--- config.mk ---
export PLATFORM = sky130hd
export DESIGN_NAME = top_k_negative_score_selector
export DESIGN_NICKNAME = d
export VERILOG_FILES = /design/src/rtl/tkns_pkg.sv /design/src/rtl/tkns_list.sv /design/src/rtl/tkns_report.sv /design/src/rtl/top_k_negative_score_selector.sv
export SDC_FILE = /design/constraint.sdc
export NUM_CORES = 2
export LEC_CHECK = 0
export BUFFER_PORTS_ARGS = -buffer_cell sky130_fd_sc_hd__buf_4
export CELL_PAD_IN_SITES_DETAIL_PLACEMENT = 0
export CELL_PAD_IN_SITES_GLOBAL_PLACEMENT = 1
export CORE_MARGIN = 2
export CORE_UTILIZATION = 43
export CTS_CLUSTER_DIAMETER = 80
export DETAILED_ROUTE_END_ITERATION = 10
export GPL_TIMING_DRIVEN = 0
export PLACE_DENSITY_LB_ADDON = 0.1
export SLEW_MARGIN = 20
export SYNTH_ARGS = -nofsm -noshare
export SYNTH_HDL_FRONTEND = slang
export SYNTH_HIERARCHICAL = 1
export SYNTH_SLANG_ARGS = --single-unit
--- constraint.sdc ---
create_clock -name clk_i -period 21.4 [get_ports clk_i]
set_input_delay 2.14 -clock clk_i [delete_from_list [all_inputs] [get_ports clk_i]]
set_output_delay 2.14 -clock clk_i [all_outputs]
set_load 0.01 [all_outputs]
--- src/rtl/tkns_pkg.sv ---
// Shared types and constants of the top-k negative score selector.
`timescale 1ns / 1ps

package tkns_pkg;

  localparam int MAX_PICK   = 16;
  localparam int INDEX_BITS = 16;
  localparam int SCORE_BITS = 32;
  localparam int COUNT_BITS = 5;
  localparam int RANK_BITS  = 4;
  localparam int PADDR_BITS = 3;
  localparam int PDATA_BITS = 32;

  // Register indexes of the configuration port
  localparam logic [PADDR_BITS-3:0] REG_PICK_COUNT = 1'b0;

  localparam logic [COUNT_BITS-1:0] PICK_COUNT_RESET = COUNT_BITS'(MAX_PICK);

  // One candidate word
  typedef struct packed {
    logic [INDEX_BITS-1:0]        point_index;
    logic signed [SCORE_BITS-1:0] score;
    logic                         last_item;
  } in_word_t;

  // One result word
  typedef struct packed {
    logic [RANK_BITS-1:0]         rank;
    logic [INDEX_BITS-1:0]        chosen_index;
    logic signed [SCORE_BITS-1:0] chosen_score;
    logic [COUNT_BITS-1:0]        selected_count;
    logic                         entry_valid;
    logic                         last_result;
  } out_word_t;

  // One kept list entry
  typedef struct packed {
    logic signed [SCORE_BITS-1:0] score;
    logic [INDEX_BITS-1:0]        index;
  } entry_t;

endpackage

--- src/rtl/tkns_list.sv ---
// Sorted insertion list: compares a new candidate against every slot at once.
`timescale 1ns / 1ps

module tkns_list (
  input  logic                                 clk_i,
  input  logic                                 rst_ni,
  input  logic                                 ins_i,
  input  tkns_pkg::in_word_t                   word_i,
  input  logic [tkns_pkg::COUNT_BITS-1:0]      k_i,
  input  logic                                 clear_i,
  output tkns_pkg::entry_t                     entries_o [tkns_pkg::MAX_PICK],
  output logic [tkns_pkg::MAX_PICK-1:0]        filled_o
);

  tkns_pkg::entry_t                entries_q [tkns_pkg::MAX_PICK];
  tkns_pkg::entry_t                entries_d [tkns_pkg::MAX_PICK];
  logic [tkns_pkg::MAX_PICK-1:0]   filled_q;
  logic [tkns_pkg::MAX_PICK-1:0]   filled_d;
  logic [tkns_pkg::MAX_PICK-1:0]   lt;
  tkns_pkg::entry_t                new_entry;

  assign new_entry.score = word_i.score;
  assign new_entry.index = word_i.point_index;

  // Find the slots the new word goes in front of; sorted list makes this a thermometer
  always_comb begin
    for (int i = 0; i < tkns_pkg::MAX_PICK; i++) begin
      lt[i] = (tkns_pkg::COUNT_BITS'(i) < k_i) &&
              (!filled_q[i] || (word_i.score < entries_q[i].score));
    end
  end

  // Insert at the first such slot, shift the rest down, drop slots past the count
  always_comb begin
    for (int i = 0; i < tkns_pkg::MAX_PICK; i++) begin
      entries_d[i] = entries_q[i];
      filled_d[i]  = filled_q[i];
      if (clear_i) begin
        filled_d[i] = 1'b0;
      end else if (ins_i) begin
        if (!(tkns_pkg::COUNT_BITS'(i) < k_i)) begin
          filled_d[i] = 1'b0;
        end else if (lt[i]) begin
          if (i > 0 && lt[(i > 0) ? i - 1 : 0]) begin
            entries_d[i] = entries_q[(i > 0) ? i - 1 : 0];
            filled_d[i]  = filled_q[(i > 0) ? i - 1 : 0];
          end else begin
            entries_d[i] = new_entry;
            filled_d[i]  = 1'b1;
          end
        end
      end
    end
  end

  // Hold filled marks under reset; entries need none
  always_ff @(posedge clk_i or negedge rst_ni) begin
    if (!rst_ni) begin
      filled_q <= '0;
    end else begin
      filled_q <= filled_d;
    end
  end

  always_ff @(posedge clk_i) begin
    entries_q <= entries_d;
  end

  assign entries_o = entries_q;
  assign filled_o  = filled_q;

endmodule

--- src/rtl/tkns_report.sv ---
// Report sequencer: snapshots the list and emits qualifying entries one a cycle.
`timescale 1ns / 1ps

module tkns_report (
  input  logic                             clk_i,
  input  logic                             rst_ni,
  input  logic                             load_i,
  input  tkns_pkg::entry_t                 entries_i [tkns_pkg::MAX_PICK],
  input  logic [tkns_pkg::MAX_PICK-1:0]    filled_i,
  input  logic [tkns_pkg::COUNT_BITS-1:0]  k_i,
  output logic                             active_o,
  output logic                             result_valid_o,
  output tkns_pkg::out_word_t              out_word_o
);

  tkns_pkg::entry_t                  snap_q [tkns_pkg::MAX_PICK];
  tkns_pkg::entry_t                  snap_d [tkns_pkg::MAX_PICK];
  logic [tkns_pkg::COUNT_BITS-1:0]   n_q;
  logic [tkns_pkg::COUNT_BITS-1:0]   n_d;
  logic [tkns_pkg::RANK_BITS-1:0]    cnt_q;
  logic [tkns_pkg::RANK_BITS-1:0]    cnt_d;
  logic                              active_q;
  logic                              active_d;
  logic [tkns_pkg::MAX_PICK-1:0]     qual;
  logic                              final_word;

  // Cut the report at the first slot that is empty, past the count or positive
  always_comb begin
    n_d = tkns_pkg::COUNT_BITS'(tkns_pkg::MAX_PICK);
    for (int i = tkns_pkg::MAX_PICK - 1; i >= 0; i--) begin
      qual[i] = filled_i[i] && (tkns_pkg::COUNT_BITS'(i) < k_i) &&
                (entries_i[i].score[tkns_pkg::SCORE_BITS-1] || (entries_i[i].score == '0));
      if (!qual[i]) begin
        n_d = tkns_pkg::COUNT_BITS'(i);
      end
    end
  end

  assign final_word = (n_q == '0) ||
                      ({1'b0, cnt_q} + tkns_pkg::COUNT_BITS'(1) == n_q);

  // Load the snapshot, then advance one entry a cycle until the final word
  always_comb begin
    snap_d   = snap_q;
    cnt_d    = cnt_q;
    active_d = active_q;
    if (load_i) begin
      snap_d   = entries_i;
      cnt_d    = '0;
      active_d = 1'b1;
    end else if (active_q) begin
      for (int i = 0; i < tkns_pkg::MAX_PICK - 1; i++) begin
        snap_d[i] = snap_q[i + 1];
      end
      cnt_d = cnt_q + tkns_pkg::RANK_BITS'(1);
      if (final_word) begin
        active_d = 1'b0;
      end
    end
  end

  always_ff @(posedge clk_i or negedge rst_ni) begin
    if (!rst_ni) begin
      active_q <= 1'b0;
      cnt_q    <= '0;
      n_q      <= '0;
    end else begin
      active_q <= active_d;
      cnt_q    <= cnt_d;
      if (load_i) begin
        n_q <= n_d;
      end
    end
  end

  always_ff @(posedge clk_i) begin
    snap_q <= snap_d;
  end

  // Drive the result word; an empty report gives one invalid word
  always_comb begin
    out_word_o = '0;
    out_word_o.last_result = final_word;
    if (n_q != '0) begin
      out_word_o.rank           = cnt_q;
      out_word_o.chosen_index   = snap_q[0].index;
      out_word_o.chosen_score   = snap_q[0].score;
      out_word_o.selected_count = n_q;
      out_word_o.entry_valid    = 1'b1;
    end
  end

  assign result_valid_o = active_q;
  assign active_o       = active_q;

endmodule

--- src/rtl/top_k_negative_score_selector.sv ---
// Top level: configuration port, candidate intake and report of the selector.
// A word without last_item is taken while busy is low, one word per cycle.
// A last word keeps busy high through the run-end mark and the report of its n
// qualifying entries (one word if none); results follow the snapshot, one per cycle.
// Results cannot be stalled by the receiver. Throughput is set by the report pass.
// Reset empties the list and sets pick_count to 16.
`timescale 1ns / 1ps

module top_k_negative_score_selector (
  input  logic                             clk_i,
  input  logic                             rst_ni,
  input  logic                             psel,
  input  logic                             penable,
  input  logic                             pwrite,
  input  logic [tkns_pkg::PADDR_BITS-1:0]  paddr,
  input  logic [tkns_pkg::PDATA_BITS-1:0]  pwdata,
  output logic [tkns_pkg::PDATA_BITS-1:0]  prdata,
  output logic                             pready,
  input  logic                             start,
  output logic                             busy,
  input  tkns_pkg::in_word_t               in_word_i,
  output logic                             result_valid_o,
  output tkns_pkg::out_word_t              out_word_o
);

  logic [tkns_pkg::COUNT_BITS-1:0] pick_count_q;
  logic [tkns_pkg::COUNT_BITS-1:0] k_eff;
  logic                            pend_q;
  logic                            accept;
  logic                            active;
  logic                            reg_sel;
  tkns_pkg::entry_t                entries [tkns_pkg::MAX_PICK];
  logic [tkns_pkg::MAX_PICK-1:0]   filled;

  assign pready  = 1'b1;
  assign reg_sel = (paddr[tkns_pkg::PADDR_BITS-1:2] == tkns_pkg::REG_PICK_COUNT);

  // Write the pick count register
  always_ff @(posedge clk_i or negedge rst_ni) begin
    if (!rst_ni) begin
      pick_count_q <= tkns_pkg::PICK_COUNT_RESET;
    end else if (psel && penable && pwrite && pready && reg_sel) begin
      pick_count_q <= pwdata[tkns_pkg::COUNT_BITS-1:0];
    end
  end

  assign prdata = reg_sel ? tkns_pkg::PDATA_BITS'(pick_count_q) : '0;

  // Clamp the count into one to the list depth
  always_comb begin
    k_eff = pick_count_q;
    if (pick_count_q == '0) begin
      k_eff = tkns_pkg::COUNT_BITS'(1);
    end else if (pick_count_q > tkns_pkg::COUNT_BITS'(tkns_pkg::MAX_PICK)) begin
      k_eff = tkns_pkg::COUNT_BITS'(tkns_pkg::MAX_PICK);
    end
  end

  assign busy   = pend_q | active;
  assign accept = start & ~busy;

  // Mark a run end for one cycle so the list settles before the snapshot
  always_ff @(posedge clk_i or negedge rst_ni) begin
    if (!rst_ni) begin
      pend_q <= 1'b0;
    end else begin
      pend_q <= accept & in_word_i.last_item;
    end
  end

  tkns_list u_list (
    .clk_i     (clk_i),
    .rst_ni    (rst_ni),
    .ins_i     (accept),
    .word_i    (in_word_i),
    .k_i       (k_eff),
    .clear_i   (pend_q),
    .entries_o (entries),
    .filled_o  (filled)
  );

  tkns_report u_report (
    .clk_i          (clk_i),
    .rst_ni         (rst_ni),
    .load_i         (pend_q),
    .entries_i      (entries),
    .filled_i       (filled),
    .k_i            (k_eff),
    .active_o       (active),
    .result_valid_o (result_valid_o),
    .out_word_o     (out_word_o)
  );

endmodule

# Word-level counts from Yosys, hierarchy flattened
# Cells that the tools add are included.
[word_totals]
wordCells = 417
out_inout_bits = 94
reg_bits = 1568
inputBits = 90
[op_classes]
mux = 121
reduce_logical = 153
n_lt_le_gt_ge = 33
n_addsub = 2
bitwise_logic = 6
n_eq_ne = 17
[op_table]
columns = ["operator", "count"]
rows = [
  ["2-to-1 mux 720 bit", 2],
  ["2-to-1 mux 48 bit", 15],
  ["zero test 32 bit", 16],
  ["< comparator 32 bit", 16],
  ["2-to-1 mux 5 bit", 19],
  ["2-to-1 mux 1 bit", 82],
  ["AND reduction 4 bit", 16],
  ["2-to-1 mux 58 bit", 1],
  ["logical AND 1 bit", 51],
  ["!= test 3 x 2 -> 1 bit, second input constant", 16],
  ["< comparator 4 x 5 -> 1 bit, first input constant", 8],
  ["logical OR 1 bit", 33],
  ["AND reduction 2 bit", 16],
  ["< comparator 3 x 5 -> 1 bit, first input constant", 4],
  ["zero test 1 bit", 16],
  ["zero test 5 bit", 2],
  ["< comparator 1 x 5 -> 1 bit, first input constant", 2],
  ["< comparator 2 x 5 -> 1 bit, first input constant", 2],
  ["2-to-1 mux 4 bit", 2],
  ["adder 4 x 1 -> 5 bit, second input constant", 1],
  ["== test 5 bit", 1],
  ["greater-than comparator 5 bit, second input constant", 1],
  ["nonzero test 5 bit", 1],
  ["adder 4 x 1 -> 4 bit, second input constant", 1],
  ["other kinds (4)", 8],
]

# Depth between registers and ports, before layout
[logic_depth]
ltp_word = 22
mapped_depth = 12
ltp_nobuf = 10

# Cells and area by module
# Netlist, hierarchy kept.
[modules_own_cells]
columns = ["mod", "instances", "cells_each", "seq_area_each_um2", "area_per_inst_um2"]
rows = [
  ["tkns_list", 1, 3574, 23462.5, 45497.4],
  ["tkns_report", 1, 1929, 23312.4, 33860.0],
  ["top_k_negative_score_selector", 1, 57, 151.4, 545.5],
]

# Worst setup path before layout
# OpenSTA, ideal clock, no wires.
[synth_timing]
path_type = "reg2reg"
start = "reg pend_q"
end = "reg u_report/snap_q[100] (netlist bit) (enable)"
path_buffers = 3
t_arrival_ns = 17.288
period_less_slack_ns = 18.409
stages_incl_launch_ff = 6
slack_ns = 2.991
required_ns = 20.279
setup_time_ns = 1.121
cell_sequence = "dfrtp_1 -> clkbuf_1 -> clkbuf_1 -> clkbuf_1 -> inv_1 -> nand2_1"
[synth_via]
elab_chain_cells = 1
[synth_lines]
columns = ["element", "line_no", "source"]
rows = [
  ["from (decl)", "top_k_negative_score_selector.sv:28", "logic pend_q;"],
  ["from (signal assigned)", "top_k_negative_score_selector.sv:67", "pend_q <= accept & in_word_i.last_item;"],
  ["nonzero test 2 bit (no source line)", "n/a", ""],
  ["to (signal assigned)", "tkns_report.sv:77", "snap_q <= snap_d;"],
  ["to (decl)", "tkns_report.sv:16", "tkns_pkg::entry_t snap_q [tkns_pkg::MAX_PICK];"],
]
# Every way passes these cells.
# A chain may end at the register's enable or synchronous reset.

# Final worst setup path
[layout_timing]
start = "in in_word_i[29] (netlist bit)"
end = "reg u_list.entries_q (netlist bit u_list/entries_o[54]) (enable)"
[layout_via]
elab_chain_cells = 4
[layout_lines]
columns = ["element", "line_no", "source"]
rows = [
  ["from (decl)", "top_k_negative_score_selector.sv:21", "input tkns_pkg::in_word_t in_word_i,"],
  ["< comparator 32 bit", "tkns_list.sv:29", "(!filled_q[i] || (word_i.score < entries_q[i].score));"],
  ["logical OR 1 bit", "tkns_list.sv:29", ""],
  ["logical AND 1 bit", "tkns_list.sv:28", "lt[i] = (tkns_pkg::COUNT_BITS'(i) < k_i) &&"],
  ["AND reduction 4 bit (no source line)", "n/a", ""],
  ["to (signal assigned)", "tkns_list.sv:66", "entries_q <= entries_d;"],
  ["to (decl)", "tkns_list.sv:15", "tkns_pkg::entry_t entries_q [tkns_pkg::MAX_PICK];"],
]
# Every way passes these cells.

==> impl_results.md <==
* Worst slew margin at 0.209
* Chip width at 435 um
* Worst vdd ir at 0.0779 mV
* Share of cells above drive strength 1 at 0.335
* DP HPWL at 172 mm
* Hold path depth at 0
* Nets@finish at 6560
* Post-route DRC at 0
* Hold Fails Final Rpt at 0
* Worst Reg2Reg Path Length in Cells at 11
* TritonCTS Sinks at about 1600
* Total Wirelength at around 230 mm
* Final setup TNS at 0 ns
* Sw Ratio at 0.301
* Cell Rows at 158
* Count leader, synth: edfxtp_1
* Gate power share at 0.259
* Num CTS Buffers at 179
* Power share of the clock group at 0.294
* Post-CTS Hold Buffers at 0
* Number of max-cap violations at 0
* Synth cell count leaders: 1536 x edfxtp_1, 1437 x mux2_2, 521 x inv_1
* Clock Latency Late Sink at around 0.82 ns
* Min Tclk post-route at 6.13 ns
* Crit path DAT at 6.68 ns
* Core area at between 150000 and 200000 sq um
* Synth Cell Area at 79900 sq um
* Vias in the first global route at 48300
* Cells after synthesis at 5560
* GRT overflow at 0
* Global placer's final weighted congestion at 0.951
* CTS resizes at 0
* Number of synthesized flops with an enable pin at about 1500
* Antenna viol nets, final at 0
* Max Freq at 163 MHz
* LEAKAGE at 33.9 nW
* Largest net degree at the start of global routing at 51
* Number of H-tree levels at 4
* Worst Max-Slew Pin Slew at 1.19 ns
* # port buffers at 126
* Initial Util at 0.432
* RSZ-0062 raised after global routing: false
* Warnings, synthesis at 6
* Post-CTS Setup Bufs at 0
* Setup CP Type: in -> reg
* CTS root buf: clkbuf_16
* Pins Over Slew Limit at 0
* Period utilization at 0.286
* Fill cells at 16100
* Switching power at 3.10 mW
* DRC violation total after the first TritonRoute iteration at 3814
* Reg2reg setup slack at 15.70 ns
* Via-to-Cell Ratio at 5.56
* Post-synthesis cell type count at 69
* Via count at 47800
* RR Endpoint: u_report/snap_q[265]
* Critical hold path startpoint: u_list/entries_o[3]
* Status: complete, no violations
* Synth Register Bits at 1568
* Final setup vio count at 0
* Die height at 435 um
* Dpl ws at 14.31 ns
* Synth top area cells: edfxtp_1 58%, mux2_2 20%, ha_1 7.8%
* Final WS setup at between 15 and 20 ns
* Power Internal at 7.20 mW
* Area delta synth->final at 14.0%
* First-pass GRT wire length at 342 mm
* Die area at 189000 sq um
* WL/cell at 27.3 um
* TritonRoute pass-1 iters at 5
* CP Capture Type: flop
* P per Cell Area at 113 nW/um^2
* Top_reg_cell synth: edfxtp_1
* CP startpoint kind: primary input
* Worst reg2reg path startpoint: pend_q
* Largest area contributor in the netlist: edfxtp_1
* Seq pwr share at 0.447
* Tot GR Track Use at 0.245
* Worst Hold Class: reg -> reg
* Worst Skew at between 0.02 and 0.03 ns
* Hold Path End: u_report/snap_q[3]
* Clock transition at path regs at 0.06 ns
* Sequential fraction of the synthesis area at 0.587
* Clock buffer depth at 3
* Synthesized area per cell at 14.4 sq um
* Number of I/O pins at 184
* CP Max Fanout at 23
* Top cell type's share of synthesized area at 0.577
* Antenna violations before repair at 5
* FFs w/ async S/R, synth at 0.0204
* CTS tree: built
* Worst Path Required at 21.95 ns
* CP startpoint: in_word_i[29]
## cell families (layout without fill, tap and decap cells)
group / count (synthesis) / count (layout) / share of synthesized area
buffers and inverters: 784 / 1309 / 0.0400
and+or+nand+nor: 726 / 726 / 0.0481
other: 2 / 36 / 0.0000940
xor gates and xnor gates: 12 / 12 / 0.00132
AOI/OAI and AO/OA: 517 / 517 / 0.0401
DFF: 1568 / 1568 / 0.587
adders and majority gates: 497 / 497 / 0.0778
muxes: 1454 / 1454 / 0.205
## worst max path at each step
stage / end / slack [ns]
after global routing: u_list/entries_o[54] / 15.11
after detailed placement: u_list/entries_o[49] / 14.31
final: u_list/entries_o[54] / 15.27
after floorplan: u_report/snap_q[100] / 2.99
after global placement: u_report/snap_q[554] / -10.54
after CTS: u_list/entries_o[54] / 15.17
## area by class of cell
| class | count | area [sq um] | area share |
|---|---|---|---|
| clock buffer | 226 | 4740 | 0.0521 |
| buffer | 262 | 1260 | 0.0138 |
| clock inverter | 93 | 901 | 0.00989 |
| sequential | 1568 | 46900 | 0.515 |
| timing repair buffer | 206 | 2160 | 0.0237 |
| antenna | 8 | 20.0 | 0.000220 |
| inverter | 522 | 1960 | 0.0215 |
| multi-input combinational | 3234 | 30000 | 0.329 |
| tap | 2480 | 3100 | 0.0341 |
## placed cells by master (no fill, tap or decap), types with 40 or more instances in the layout
| master | Yosys | final |
|---|---|---|
| o21ai_0 | 98 | 98 |
| nor4_1 | 130 | 130 |
| buf_2 | 58 | 58 |
| a21o_1 | 40 | 40 |
| clkbuf_16 | 0 | 183 |
| nor2_1 | 113 | 109 |
| buf_4 | 35 | 195 |
| a21oi_1 | 204 | 203 |
| clkbuf_1 | 153 | 182 |
| nand2_1 | 147 | 146 |
| mux2_2 | 1437 | 1437 |
| inv_1 | 521 | 521 |
| ha_1 | 497 | 497 |
| edfxtp_1 | 1536 | 1536 |
| nand3_1 | 46 | 46 |
| nor3_1 | 51 | 44 |
| nand4_1 | 106 | 106 |
| nor2b_1 | 63 | 63 |
## routing by layer
layer  track usage  part of all wire  vias up
li1              -                 -    21900
met4        0.0612             0.022        0
met3        0.0334             0.050      261
met1         0.358              0.47    24300
met5             0                 0        -
met2         0.385              0.46     1313
## state kept, by name, indices dropped and copies added, names as in the netlist
name	flops
u_list/entries_o	768
u_report/cnt_q	4
u_report/active_o	1
u_report/snap_q	768
pick_count_q	5
u_report/n_q	5
u_list/filled_o	16
pend_q	1
## stage by stage
step	std cells	hold WS, ns	total power, mW	instance area [sq um]	util
floorplan	5586	0.400	6.53	80000	-
finish	8599	0.414	10.3	91100	0.492
detailed placement	8272	0.405	7.31	85400	0.462
global placement	8192	0.400	7.67	84000	0.454
global route	8591	0.421	10.8	91000	0.492
CTS	8591	0.414	10.4	91000	0.492
## worst max-delay path: stages
cell and delay (ns):
buf_4 0.39, ha_1 0.24, nand3_1 0.10, nor3_1 0.66, nand3_1 0.32, a211oi_1 0.69, or3_1 0.22, mux2i_1 0.49
nand2b_1 0.32, buf_4 0.37, buf_4 0.30, nor2_4 0.13, buf_12 0.23
## power by group through the flow
stage	combinational [mW]	sequential (mW)	clock [mW]
floorplan	1.74	4.79	0
global placement	2.51	5.16	0
detailed placement	2.65	4.66	0
CTS	2.69	4.61	3.09
global route	2.88	4.67	3.21
finish	2.67	4.61	3.03
Note: power is estimated with default switching activity, not from simulation.
